**src/rtl/core/mbrm_pkg.sv**
```systemverilog
// ----------------------------------------------------------------------------
// mbrm_pkg
// Shared types and constants of the Modbus RTU register master: the command
// word passed from the request/reply front end to the result sequencer.
// ----------------------------------------------------------------------------
package mbrm_pkg;

  // Completion report codes.
  typedef enum logic [1:0] {
    StatusOk   = 2'd0,
    StatusFail = 2'd1,
    StatusBusy = 2'd2
  } status_e;

  // Input word actions.
  typedef enum logic [1:0] {
    ActWrite   = 2'd0,
    ActRead    = 2'd1,
    ActRxByte  = 2'd2,
    ActTimeout = 2'd3
  } action_e;

  // Configuration register indexes.
  localparam logic [0:0] CfgSlaveId     = 1'b0;
  localparam logic [0:0] CfgMaxAttempts = 1'b1;

  // Modbus function codes and CRC-16/MODBUS constants.
  localparam logic [7:0]  FuncWrite = 8'h06;
  localparam logic [7:0]  FuncRead  = 8'h03;
  localparam logic [15:0] CrcInit   = 16'hFFFF;
  localparam logic [15:0] CrcPoly   = 16'hA001;

  // Result kinds.
  localparam logic KindTx     = 1'b0;
  localparam logic KindReport = 1'b1;

  localparam int unsigned FrameBytes = 8;

  // Byte 0 of the frame is sent first.
  typedef logic [FrameBytes-1:0][7:0] frame_t;

  // One command for the sequencer: either a report or a full frame to send.
  typedef struct packed {
    logic        is_report;
    status_e     status;
    logic [15:0] value;
    frame_t      frame;
  } cmd_t;

endpackage

```
**src/rtl/core/mbrm_front.sv**
```systemverilog
// ----------------------------------------------------------------------------
// mbrm_front
// Accepts requests, reply bytes and timeouts, builds the request frame with
// its CRC, judges replies and issues send or report commands to the queue.
// ----------------------------------------------------------------------------
module mbrm_front (
  input  logic                 clk_i,
  input  logic                 rst_ni,
  input  logic                 in_valid_i,
  output logic                 in_ready_o,
  input  logic [1:0]           action_i,
  input  logic [15:0]          reg_address_i,
  input  logic [15:0]          reg_value_i,
  input  logic [7:0]           rx_byte_i,
  input  logic                 frame_end_i,
  input  logic                 cfg_valid_i,
  input  logic                 cfg_index_i,
  input  logic [7:0]           cfg_data_i,
  input  logic                 full_i,
  output logic                 push_o,
  output mbrm_pkg::cmd_t       push_cmd_o
);

  typedef enum logic [1:0] {
    OpIdle  = 2'd0,
    OpWrite = 2'd1,
    OpRead  = 2'd2
  } op_e;

  localparam logic [2:0]  CrcLastIdx = 3'd6;

  // One byte of CRC-16/MODBUS, LSB first.
  function automatic logic [15:0] crc_byte(logic [15:0] c, logic [7:0] b);
    logic [15:0] r;
    r = c ^ {8'h00, b};
    for (int k = 0; k < 8; k++) begin
      r = r[0] ? ((r >> 1) ^ mbrm_pkg::CrcPoly) : (r >> 1);
    end
    return r;
  endfunction

  op_e              pending_q, pending_d;
  logic [2:0]       attempts_q, attempts_d;
  logic [3:0]       cnt_q, cnt_d;
  logic             mm_q, mm_d;
  logic [15:0]      cap_q, cap_d;
  mbrm_pkg::frame_t frame_q, frame_d;
  logic             crc_busy_q, crc_busy_d;
  logic [2:0]       crc_idx_q, crc_idx_d;
  logic [15:0]      crc_q, crc_d;
  logic [7:0]       slave_id_q, slave_id_d;
  logic [2:0]       max_att_q, max_att_d;

  logic              accept;
  mbrm_pkg::action_e action;
  logic              byte_mm;
  logic [15:0]       byte_cap;
  logic [3:0]        byte_cnt;

  assign in_ready_o = !crc_busy_q && !full_i;
  assign accept     = in_valid_i && in_ready_o;
  assign action     = mbrm_pkg::action_e'(action_i);

  // Judge one reply byte against the frame being served.
  always_comb begin
    byte_mm  = mm_q;
    byte_cap = cap_q;
    if (pending_q == OpWrite) begin
      if (cnt_q >= 4'd8 || rx_byte_i != frame_q[cnt_q[2:0]]) begin
        byte_mm = 1'b1;
      end
    end else begin
      if (cnt_q == 4'd0 && rx_byte_i != frame_q[0]) begin
        byte_mm = 1'b1;
      end else if (cnt_q == 4'd1 && rx_byte_i != mbrm_pkg::FuncRead) begin
        byte_mm = 1'b1;
      end else if (cnt_q == 4'd3) begin
        byte_cap[15:8] = rx_byte_i;
      end else if (cnt_q == 4'd4) begin
        byte_cap[7:0] = rx_byte_i;
      end else if (cnt_q >= 4'd7) begin
        byte_mm = 1'b1;
      end
    end
    byte_cnt = (cnt_q != 4'd15) ? cnt_q + 4'd1 : cnt_q;
  end

  always_comb begin
    pending_d  = pending_q;
    attempts_d = attempts_q;
    cnt_d      = cnt_q;
    mm_d       = mm_q;
    cap_d      = cap_q;
    frame_d    = frame_q;
    crc_busy_d = crc_busy_q;
    crc_idx_d  = crc_idx_q;
    crc_d      = crc_q;
    slave_id_d = slave_id_q;
    max_att_d  = max_att_q;
    push_o     = 1'b0;
    push_cmd_o = '{is_report: 1'b0, status: mbrm_pkg::StatusOk, value: 16'h0000,
                   frame: frame_q};

    if (cfg_valid_i) begin
      unique case (cfg_index_i)
        mbrm_pkg::CfgSlaveId:     slave_id_d = cfg_data_i;
        mbrm_pkg::CfgMaxAttempts: max_att_d  = cfg_data_i[2:0];
        default:                  ;
      endcase
    end

    if (crc_busy_q) begin
      if (crc_idx_q != CrcLastIdx) begin
        crc_d     = crc_byte(crc_q, frame_q[crc_idx_q]);
        crc_idx_d = crc_idx_q + 3'd1;
      end else if (!full_i) begin
        frame_d[6]       = crc_q[7:0];
        frame_d[7]       = crc_q[15:8];
        push_o           = 1'b1;
        push_cmd_o.frame = frame_d;
        crc_busy_d       = 1'b0;
      end
    end else if (accept) begin
      if (action == mbrm_pkg::ActWrite || action == mbrm_pkg::ActRead) begin
        if (pending_q != OpIdle) begin
          push_o               = 1'b1;
          push_cmd_o.is_report = 1'b1;
          push_cmd_o.status    = mbrm_pkg::StatusBusy;
        end else begin
          frame_d[0] = slave_id_q;
          frame_d[1] = (action == mbrm_pkg::ActWrite) ? mbrm_pkg::FuncWrite
                                                      : mbrm_pkg::FuncRead;
          frame_d[2] = reg_address_i[15:8];
          frame_d[3] = reg_address_i[7:0];
          frame_d[4] = (action == mbrm_pkg::ActWrite) ? reg_value_i[15:8] : 8'h00;
          frame_d[5] = (action == mbrm_pkg::ActWrite) ? reg_value_i[7:0] : 8'h01;
          pending_d  = (action == mbrm_pkg::ActWrite) ? OpWrite : OpRead;
          attempts_d = 3'd1;
          cnt_d      = 4'd0;
          mm_d       = 1'b0;
          cap_d      = 16'h0000;
          crc_d      = mbrm_pkg::CrcInit;
          crc_idx_d  = 3'd0;
          crc_busy_d = 1'b1;
        end
      end else if (pending_q != OpIdle) begin
        logic judge;
        logic good;
        judge = (action == mbrm_pkg::ActTimeout) || frame_end_i;
        good  = 1'b0;
        if (action == mbrm_pkg::ActRxByte) begin
          cnt_d = byte_cnt;
          mm_d  = byte_mm;
          cap_d = byte_cap;
          good  = !byte_mm && ((pending_q == OpWrite) ? (byte_cnt == 4'd8)
                                                      : (byte_cnt == 4'd7));
        end
        if (judge) begin
          cnt_d = 4'd0;
          mm_d  = 1'b0;
          cap_d = 16'h0000;
          push_o = 1'b1;
          if (good) begin
            pending_d            = OpIdle;
            push_cmd_o.is_report = 1'b1;
            push_cmd_o.status    = mbrm_pkg::StatusOk;
            push_cmd_o.value     = (pending_q == OpRead) ? byte_cap : 16'h0000;
          end else if (attempts_q < max_att_q) begin
            // Resend the stored frame.
            attempts_d = attempts_q + 3'd1;
          end else begin
            pending_d            = OpIdle;
            push_cmd_o.is_report = 1'b1;
            push_cmd_o.status    = mbrm_pkg::StatusFail;
          end
        end
      end
    end
  end

  always_ff @(posedge clk_i or negedge rst_ni) begin
    if (!rst_ni) begin
      pending_q  <= OpIdle;
      attempts_q <= 3'd0;
      cnt_q      <= 4'd0;
      mm_q       <= 1'b0;
      cap_q      <= 16'h0000;
      crc_busy_q <= 1'b0;
      crc_idx_q  <= 3'd0;
      crc_q      <= mbrm_pkg::CrcInit;
      slave_id_q <= 8'h01;
      max_att_q  <= 3'd3;
    end else begin
      pending_q  <= pending_d;
      attempts_q <= attempts_d;
      cnt_q      <= cnt_d;
      mm_q       <= mm_d;
      cap_q      <= cap_d;
      crc_busy_q <= crc_busy_d;
      crc_idx_q  <= crc_idx_d;
      crc_q      <= crc_d;
      slave_id_q <= slave_id_d;
      max_att_q  <= max_att_d;
    end
  end

  always_ff @(posedge clk_i) begin
    frame_q <= frame_d;
  end

  // A frame under CRC always belongs to a pending request.
  assert property (@(posedge clk_i) disable iff (!rst_ni)
    crc_busy_q |-> pending_q != OpIdle)
    else $error("CRC pass without a pending request");

  // Reply tracking is cleared whenever no request is pending.
  assert property (@(posedge clk_i) disable iff (!rst_ni)
    pending_q == OpIdle |-> cnt_q == 4'd0 && !mm_q)
    else $error("stale reply state while idle");

endmodule

```
**src/rtl/core/mbrm_queue.sv**
```systemverilog
// ----------------------------------------------------------------------------
// mbrm_queue
// Short command queue between the front end and the result sequencer.
// ----------------------------------------------------------------------------
module mbrm_queue #(
  parameter int unsigned Depth = 2
) (
  input  logic           clk_i,
  input  logic           rst_ni,
  input  logic           push_i,
  input  mbrm_pkg::cmd_t push_cmd_i,
  input  logic           pop_i,
  output mbrm_pkg::cmd_t head_o,
  output logic           full_o,
  output logic           empty_o
);

  localparam int unsigned PtrW = (Depth > 1) ? $clog2(Depth) : 1;
  localparam int unsigned CntW = $clog2(Depth + 1);

  mbrm_pkg::cmd_t  mem_q [Depth];
  logic [PtrW-1:0] wr_ptr_q, rd_ptr_q;
  logic [CntW-1:0] count_q;

  assign full_o  = count_q == CntW'(Depth);
  assign empty_o = count_q == '0;
  assign head_o  = mem_q[rd_ptr_q];

  always_ff @(posedge clk_i) begin
    if (push_i) begin
      mem_q[wr_ptr_q] <= push_cmd_i;
    end
  end

  always_ff @(posedge clk_i or negedge rst_ni) begin
    if (!rst_ni) begin
      wr_ptr_q <= '0;
      rd_ptr_q <= '0;
      count_q  <= '0;
    end else begin
      if (push_i) begin
        wr_ptr_q <= (wr_ptr_q == PtrW'(Depth - 1)) ? '0 : wr_ptr_q + 1'b1;
      end
      if (pop_i) begin
        rd_ptr_q <= (rd_ptr_q == PtrW'(Depth - 1)) ? '0 : rd_ptr_q + 1'b1;
      end
      if (push_i && !pop_i) begin
        count_q <= count_q + 1'b1;
      end else if (pop_i && !push_i) begin
        count_q <= count_q - 1'b1;
      end
    end
  end

  assert property (@(posedge clk_i) disable iff (!rst_ni) push_i |-> !full_o)
    else $error("push into full command queue");

  assert property (@(posedge clk_i) disable iff (!rst_ni) pop_i |-> !empty_o)
    else $error("pop from empty command queue");

endmodule

```
**src/rtl/core/mbrm_back.sv**
```systemverilog
// ----------------------------------------------------------------------------
// mbrm_back
// Result sequencer: turns each queued command into one report word or eight
// transmit words, through a registered output stage.
// ----------------------------------------------------------------------------
module mbrm_back (
  input  logic           clk_i,
  input  logic           rst_ni,
  input  logic           empty_i,
  input  mbrm_pkg::cmd_t head_i,
  output logic           pop_o,
  output logic           out_valid_o,
  input  logic           out_ready_i,
  output logic           kind_o,
  output logic [7:0]     tx_byte_o,
  output logic           last_byte_o,
  output logic [1:0]     status_o,
  output logic [15:0]    read_value_o
);

  localparam logic [2:0] LastIdx = 3'(mbrm_pkg::FrameBytes - 1);

  logic             active_q;
  logic [2:0]       idx_q;
  mbrm_pkg::frame_t frame_q;
  logic             out_valid_q;
  logic             kind_q;
  logic [7:0]       tx_q;
  logic             last_q;
  logic [1:0]       status_q;
  logic [15:0]      value_q;
  logic             load;

  assign load  = !out_valid_q || out_ready_i;
  assign pop_o = load && !active_q && !empty_i;

  always_ff @(posedge clk_i or negedge rst_ni) begin
    if (!rst_ni) begin
      active_q    <= 1'b0;
      idx_q       <= 3'd0;
      frame_q     <= '0;
      out_valid_q <= 1'b0;
      kind_q      <= mbrm_pkg::KindTx;
      tx_q        <= 8'h00;
      last_q      <= 1'b0;
      status_q    <= mbrm_pkg::StatusOk;
      value_q     <= 16'h0000;
    end else if (load) begin
      if (active_q) begin
        out_valid_q <= 1'b1;
        kind_q      <= mbrm_pkg::KindTx;
        tx_q        <= frame_q[idx_q];
        last_q      <= idx_q == LastIdx;
        status_q    <= mbrm_pkg::StatusOk;
        value_q     <= 16'h0000;
        idx_q       <= idx_q + 3'd1;
        if (idx_q == LastIdx) begin
          active_q <= 1'b0;
        end
      end else if (!empty_i) begin
        out_valid_q <= 1'b1;
        last_q      <= 1'b0;
        if (head_i.is_report) begin
          kind_q   <= mbrm_pkg::KindReport;
          tx_q     <= 8'h00;
          status_q <= head_i.status;
          value_q  <= head_i.value;
        end else begin
          // First byte goes out now; the rest follow from the local copy.
          kind_q   <= mbrm_pkg::KindTx;
          tx_q     <= head_i.frame[0];
          status_q <= mbrm_pkg::StatusOk;
          value_q  <= 16'h0000;
          frame_q  <= head_i.frame;
          idx_q    <= 3'd1;
          active_q <= 1'b1;
        end
      end else begin
        out_valid_q <= 1'b0;
      end
    end
  end

  assign out_valid_o  = out_valid_q;
  assign kind_o       = kind_q;
  assign tx_byte_o    = tx_q;
  assign last_byte_o  = last_q;
  assign status_o     = status_q;
  assign read_value_o = value_q;

  // The last-byte flag only ever marks a transmit word.
  assert property (@(posedge clk_i) disable iff (!rst_ni)
    out_valid_q && last_q |-> kind_q == mbrm_pkg::KindTx)
    else $error("last byte flag on a report");

  // A frame in progress never takes a new command.
  assert property (@(posedge clk_i) disable iff (!rst_ni) active_q |-> !pop_o)
    else $error("command popped while a frame is being sent");

endmodule

```
**src/rtl/core/modbus_rtu_register_master_top.sv**
```systemverilog
// ----------------------------------------------------------------------------
// modbus_rtu_register_master_top
// Modbus RTU master for one holding register: frames write and read requests
// with CRC-16/MODBUS, checks replies and retries up to the attempt limit.
// ----------------------------------------------------------------------------
// A reply byte or timeout pushes any command it yields in the cycle it is taken.
// A request holds off the input while the CRC runs over the six header bytes,
// one byte per cycle, and until its frame is queued, which waits on a full queue.
// Throughput: one reply byte or timeout per cycle while the queue has room and
// no CRC runs, one output word per cycle while out_ready_i is high.
// Reset: asynchronous; slave id 1, three attempts.
module modbus_rtu_register_master_top #(
  parameter int unsigned QueueDepth = 2
) (
  input  logic        clk_i,
  input  logic        rst_ni,
  input  logic        in_valid_i,
  output logic        in_ready_o,
  input  logic [1:0]  action_i,
  input  logic [15:0] reg_address_i,
  input  logic [15:0] reg_value_i,
  input  logic [7:0]  rx_byte_i,
  input  logic        frame_end_i,
  output logic        out_valid_o,
  input  logic        out_ready_i,
  output logic        kind_o,
  output logic [7:0]  tx_byte_o,
  output logic        last_byte_o,
  output logic [1:0]  status_o,
  output logic [15:0] read_value_o,
  input  logic        cfg_valid_i,
  output logic        cfg_ready_o,
  input  logic        cfg_index_i,
  input  logic [7:0]  cfg_data_i
);

  logic           push;
  mbrm_pkg::cmd_t push_cmd;
  logic           pop;
  mbrm_pkg::cmd_t head;
  logic           full;
  logic           empty;

  assign cfg_ready_o = 1'b1;

  mbrm_front u_front (
    .clk_i         (clk_i),
    .rst_ni        (rst_ni),
    .in_valid_i    (in_valid_i),
    .in_ready_o    (in_ready_o),
    .action_i      (action_i),
    .reg_address_i (reg_address_i),
    .reg_value_i   (reg_value_i),
    .rx_byte_i     (rx_byte_i),
    .frame_end_i   (frame_end_i),
    .cfg_valid_i   (cfg_valid_i),
    .cfg_index_i   (cfg_index_i),
    .cfg_data_i    (cfg_data_i),
    .full_i        (full),
    .push_o        (push),
    .push_cmd_o    (push_cmd)
  );

  mbrm_queue #(
    .Depth (QueueDepth)
  ) u_queue (
    .clk_i      (clk_i),
    .rst_ni     (rst_ni),
    .push_i     (push),
    .push_cmd_i (push_cmd),
    .pop_i      (pop),
    .head_o     (head),
    .full_o     (full),
    .empty_o    (empty)
  );

  mbrm_back u_back (
    .clk_i        (clk_i),
    .rst_ni       (rst_ni),
    .empty_i      (empty),
    .head_i       (head),
    .pop_o        (pop),
    .out_valid_o  (out_valid_o),
    .out_ready_i  (out_ready_i),
    .kind_o       (kind_o),
    .tx_byte_o    (tx_byte_o),
    .last_byte_o  (last_byte_o),
    .status_o     (status_o),
    .read_value_o (read_value_o)
  );

endmodule

```
**config.mk**
```make
export PLATFORM = sky130hd
export DESIGN_NAME = modbus_rtu_register_master_top
export DESIGN_NICKNAME = d
export VERILOG_FILES = /design/src/rtl/core/mbrm_pkg.sv /design/src/rtl/core/mbrm_front.sv /design/src/rtl/core/mbrm_queue.sv /design/src/rtl/core/mbrm_back.sv /design/src/rtl/core/modbus_rtu_register_master_top.sv
export SDC_FILE = /design/constraint.sdc
export NUM_CORES = 1
export LEC_CHECK = 0
export ABC_CLOCK_PERIOD_IN_PS = 11700
export BUFFER_PORTS_ARGS = -buffer_cell sky130_fd_sc_hd__clkbuf_2
export CAP_MARGIN = 20
export CELL_PAD_IN_SITES_DETAIL_PLACEMENT = 0
export CELL_PAD_IN_SITES_GLOBAL_PLACEMENT = 1
export CORE_ASPECT_RATIO = 0.5
export CORE_MARGIN = 1
export CORE_UTILIZATION = 39
export DETAILED_ROUTE_END_ITERATION = 12
export HOLD_SLACK_MARGIN = 0.12
export PLACE_DENSITY_LB_ADDON = 0.1
export SKIP_LAST_GASP = 1
export SYNTH_ARGS = -nofsm -noshare
export SYNTH_HDL_FRONTEND = slang
export SYNTH_HIERARCHICAL = 1
export SYNTH_SLANG_ARGS = --single-unit
```
**constraint.sdc**
```tcl
create_clock -name clk_i -period 11.7 [get_ports clk_i]
set_input_delay 1.755 -clock clk_i [delete_from_list [all_inputs] [get_ports clk_i]]
set_output_delay 1.755 -clock clk_i [all_outputs]
set_load 0.02 [all_outputs]
```
# After elaboration in Yosys (flattened, before gate mapping)
# Memories as Yosys holds them, arrays and structs flattened.
# Cells that the tools add are included.
[totals] memories=1 ram_bits=166 register_bits=222 inputBits=57
[classes] n_reduce_logical=43 order_cmp=6 muxes=130 bitwise_logic=17 eq_ne=24 addsub=8
[mem_list] memory="u_queue.mem_q" words=2 width=83 rd=1 rd_clocked_by_memory_dff=0 write_ports=1 line="mbrm_queue.sv:21" rtl="mbrm_pkg::cmd_t mem_q [Depth];"
[ops] op="$mux 16" count=27
[ops] op="$mux 64" count=3
[ops] op="$mux 19" count=4
[ops] op="$bmux 8 s3" count=3
[ops] op="$mux 8" count=9
[ops] op="$mux 3" count=19
[ops] op="$mux 1" count=47
[ops] op="$mux 2" count=12
[ops] op="$mux 4" count=6
[ops] op="$not 2->3" count=8
[ops] op="$ne 8x8->1" count=2
[ops] op="$xor 16x8->16" count=1
[ops] op="$reduce_bool 2->1" count=7
[ops] op="$lt 3x4->1 const B" count=3
[ops] op="$reduce_and 4->1" count=3
[ops] op="$add 3x1->3 const B" count=3
[ops] op="$logic_and 1x1->1" count=9
[ops] op="$eq 2x2->1 const B" count=4
[ops] op="$eq 4x3->1 const B" count=2
[ops] op="$logic_not 1->1" count=8
[ops] op="$ne 8x2->1 const B" count=1
[ops] op="$not 1->1" count=8
[ops] op="$reduce_and 7->1" count=1
[ops] op="$ne 2x1->1 const B" count=3
[ops] op="24 further kinds" count=35

# Depth between registers and ports, before layout
[logic_depth] depth_word=21 mapped_depth=14 mapped_depth_nobuf=10

# By module
# Netlist, hierarchy kept.
[by_module_without_submodules] module="mbrm_front" cells_each=626 n_inst=1 area_each_um2=6752.7
[by_module_without_submodules] module="mbrm_queue" cells_each=274 n_inst=1 area_each_um2=6419.9
[by_module_without_submodules] module="mbrm_back" cells_each=262 n_inst=1 area_each_um2=4150.2
[by_module_without_submodules] module="modbus_rtu_register_master_top" cells_each=2 n_inst=1 area_each_um2=11.3

# Worst setup path before layout
# Ideal clock, no wire load.
[synth_path] kind="input to register" from="in in_valid_i" to="mem u_queue/mem_q[0][0] (netlist name) (enable)" arrival_ps=6553 t_required_ps=11165 stages=5 slack_ps=4612 path_buffers=1 path_cell_list="or3b_2 > clkbuf_1 > or3_1 > nand2_1 > nor2b_1"
[synth_between] elab_chain_cells=5
[synth_lines] element="start, declared" line="modbus_rtu_register_master_top.sv:17" rtl="input logic in_valid_i,"
[synth_lines] element="$logic_and 1x1->1" line="mbrm_front.sv:61" rtl="assign accept = in_valid_i && in_ready_o;"
[synth_lines] element="$mux 1" line="mbrm_front.sv:123" rtl="end else if (accept) begin"
[synth_lines] element="$mux 1" line="mbrm_front.sv:112" rtl="if (crc_busy_q) begin"
[synth_lines] element="named net push" line="modbus_rtu_register_master_top.sv:37" rtl="logic push;"
[synth_lines] element="$mux 1" line="mbrm_queue.sv:30" rtl="if (push_i) begin"
[synth_lines] element="$mux 1 (implied by the code)" line="mbrm_queue.sv:31" rtl="mem_q[wr_ptr_q] <= push_cmd_i;"
[synth_lines] element="end, declared" line="mbrm_queue.sv:21"
# The timed path passes the listed nets, and every way through them passes these cells.

# Final worst setup path
[layout_path] from="in in_valid_i" to="mem u_queue/mem_q[0][14] (netlist name) (enable)"
# The elaborated chain is that of the path after synthesis.

==> results.md <==
- Utilization after layout: 44.0%
- Multi-input logic area: 5820 um2
- Pwr Total: 4.98 mW
- CTS root buf: clkbuf_16
- EDFF count, synth: 224
- Worst EP arrival: 4580 ps
- Area contributors post-synth: edfxtp_1 39%, dfrtp_1 20%, mux2_4 5.2%
- Synthesized area: 17300 um2
- Max Cap Viol: 0
- CTS buffer count: 38
- Tcrit/Tclk final: 37.8%
- Die Span X: 300 um
- Placeable Area: 43700 um2
- Post-synth top area share: 38.8%
- Vias in the first global route: 9595
- Pwr per Cell Area: 259 nW/um2
- Number of fill cells in the layout: 3853
- Initial Utilization: 39.7%
- Fin Clk Skew: 23.7 ps
- Slowest-stage cell, CP: buf_4
- Critical Path Start Type: input pin
- Share of layout cells above drive strength 1: 28.3%
- Slew Limit Fails: 0
- Cells after DPL: 1742
- Most frequent cells after synthesis: 224 x edfxtp_1, 139 x dfrtp_1, 103 x nand2_1
- Metal2 WL: 18700 um
- RD Place Congestion: 0.772
- Final Critical Period: 4430 ps
- Min-delay worst type: reg2reg
- CTS sink cnt: 382
- Register area: 10700 um2
- Die Footprint: 45300 um2
- IO Pins: 88
- Dpl hpwl: 26400 um
- Max incr delay on CP: 830 ps
- Longest Clk Path Bufs: 3
- F_max: 0.226 GHz
- Syn avg cell area: 14.9 um2
- Final non-filler cell total: 1813
- DR WL/cell: 22.2 um
- Total grt overflow: 0
- Post-CTS Setup Repair Bufs: 0
- Layout Nets: 1266
- GRT Total Usage: 18.1%
- Post-CTS sizing: 0
- Via/cell ratio: 5.19
- Leakage: 7.42 nW
- Final wirelength: 40200 um
- Worst EP required: 11850 ps
- Cells after synthesis: 1164
- TritonRoute pass-1 iters: 9
- Post-route DRC: 1
- Layout area overhead: 11.0%
- # diodes: 0
- Synth Flop Type: edfxtp_1
- Synth unique cells: 59
- I/O Buffers: 86
- Iteration-0 DRC Markers: 699
- Slew Limit Headroom: 33.7%
- Initial antenna violation count: 0
- First-pass GRT wire length: 60800 um
- ANT nets after route: 0
- Pin count of the biggest net entering global routing: 104
- Worst slew pin tran: 995 ps
- Hold buffers post-CTS: 0
- Synth warnings: 6
- Crit path max fanout: 64
- Met3 WL: 1780 um
- Asr flop ratio synth: 41.4%
- Final hold viol count: 0
- Sequential fraction of the synthesis area: 61.8%
- Clock transition at path regs: 60 ps
- Clock latency on the worst-skew pair: 550 ps
- Post-synth top area cell: edfxtp_1
- RSZ-0062 raised after global routing: false
- #FFs+latches synth: 382
- Setup crit end kind: register
- DRT met1 WL: 19000 um
- Floorplan row count: 54
- CTS tree: done
- Worst path cell trace: clkbuf_2 -> or3b_2 -> or3_1 -> nand2_1 -> nor2b_4 -> buf_4
- Outcome: finished, violations left
- Setup TNS: 0 ps
- Most frequent cell after synthesis: edfxtp_1
- Setup-failing EPs final: 0
- Maximum vdd drop: 0.162 mV
- H-tree levels: 2
- Max Used Layer: met4
- Crit Path Category: in2reg
- Chip height: 151 um
- Vias: 9409
- Failing checks: design-rule violations
## cell families (layout without fill, tap and decap cells)
group / after synthesis / count (layout) / share of synthesized area [%]
xor+xnor: 42 / 42 / 2.36
fa+ha+maj: 14 / 14 / 1.01
mux: 244 / 244 / 19.0
flops: 382 / 382 / 61.8
other cells: 3 / 7 / 0.0650
simple gates: 214 / 214 / 5.88
compound gates: 133 / 133 / 5.06
buf+inv: 132 / 189 / 4.90
## cell type report
class,instances,area share [%]
Clock buffer,55,5.54
Clock inverter,15,1.28
Inverter,17,0.332
Multi-Input combinational cell,654,30.3
Sequential cell,382,55.7
Tap cell,588,3.83
Timing Repair Buffer,102,3.10
## stage by stage
stage / setup WS [ps] / hold slack (ps) / cell area (um2)
after global placement: 6780 / 433 / 17900
after global routing: 7110 / 455 / 19200
after detailed placement: 6690 / 430 / 17900
final: 7270 / 442 / 19200
after CTS: 7270 / 445 / 19200
after floorplan: 4610 / 421 / 17300
## final timing paths
check                                 startpoint                endpoint  slack, ps  depth (start not counted)
min reg2reg                u_front/slave_id_q[2]      u_front/frame_q[2]        440                          0
min                        u_front/slave_id_q[2]      u_front/frame_q[2]        440                          0
max reg2reg                     u_front/cnt_q[1]    u_queue/mem_q[0][71]       7840                          8
max in group asynchronous                 rst_ni      u_back/frame_q[30]       9320                          2
min in group asynchronous                 rst_ni  u_back/read_value_o[1]       1170                          1
max                                   in_valid_i    u_queue/mem_q[0][14]       7270                          6
## registers in the layout (all words and copies together) (netlist names), 2 cells and up
register and count:
u_back/frame_q 64, u_front/pending_q 2, u_front/cap_q 16, u_front/crc_q 16, u_front/attempts_q 3, u_front/slave_id_q 8, u_queue/mem_q 166, u_front/max_att_q 3
u_back/status_o 2, u_front/frame_q 58, u_back/idx_q 3, u_queue/count_q 2, u_back/read_value_o 16, u_back/tx_byte_o 8, u_front/crc_idx_q 3, u_front/cnt_q 4
## where the power goes
group | total (mW) | internal, mW | switching (mW)
Sequential | 2.10 | 1.84 | 0.256
Clock | 1.29 | 0.770 | 0.520
Combinational | 1.59 | 0.814 | 0.779
Total | 4.98 | 3.43 | 1.55
## layer usage
metal	vias to the layer above	global-route usage [%]
met5	-	0.325
met4	0	4.39
met3	50	3.20
met2	186	28.7
met1	4870	25.8
li1	4303	-
## worst max-delay path: cells and delay by family
family	cells	cell delay [ps]
buffers and inverters	2	910
and+or+nand+nor	4	1790
## cells in the final DEF (no fill, tap or decap), types with 7 or more instances in the layout
cell type,count
inv_1,14
a22oi_1,9
clkbuf_2,85
buf_4,14
clkbuf_16,38
mux2_4,60
o21ai_0,41
conb_1,7
xor2_1,19
edfxtp_1,224
nor2_1,22
nand2_1,103
mux2_2,61
xnor2_1,20
mux4_2,32
dfrtp_1,138
clkbuf_1,12
a22o_1,34
ha_1,14
a21oi_1,26
dfstp_2,19
nor3_1,17
mux2_1,42
mux2i_1,48
nand3_1,15
and2_1,18
Note: power is estimated with default switching activity, not from simulation.
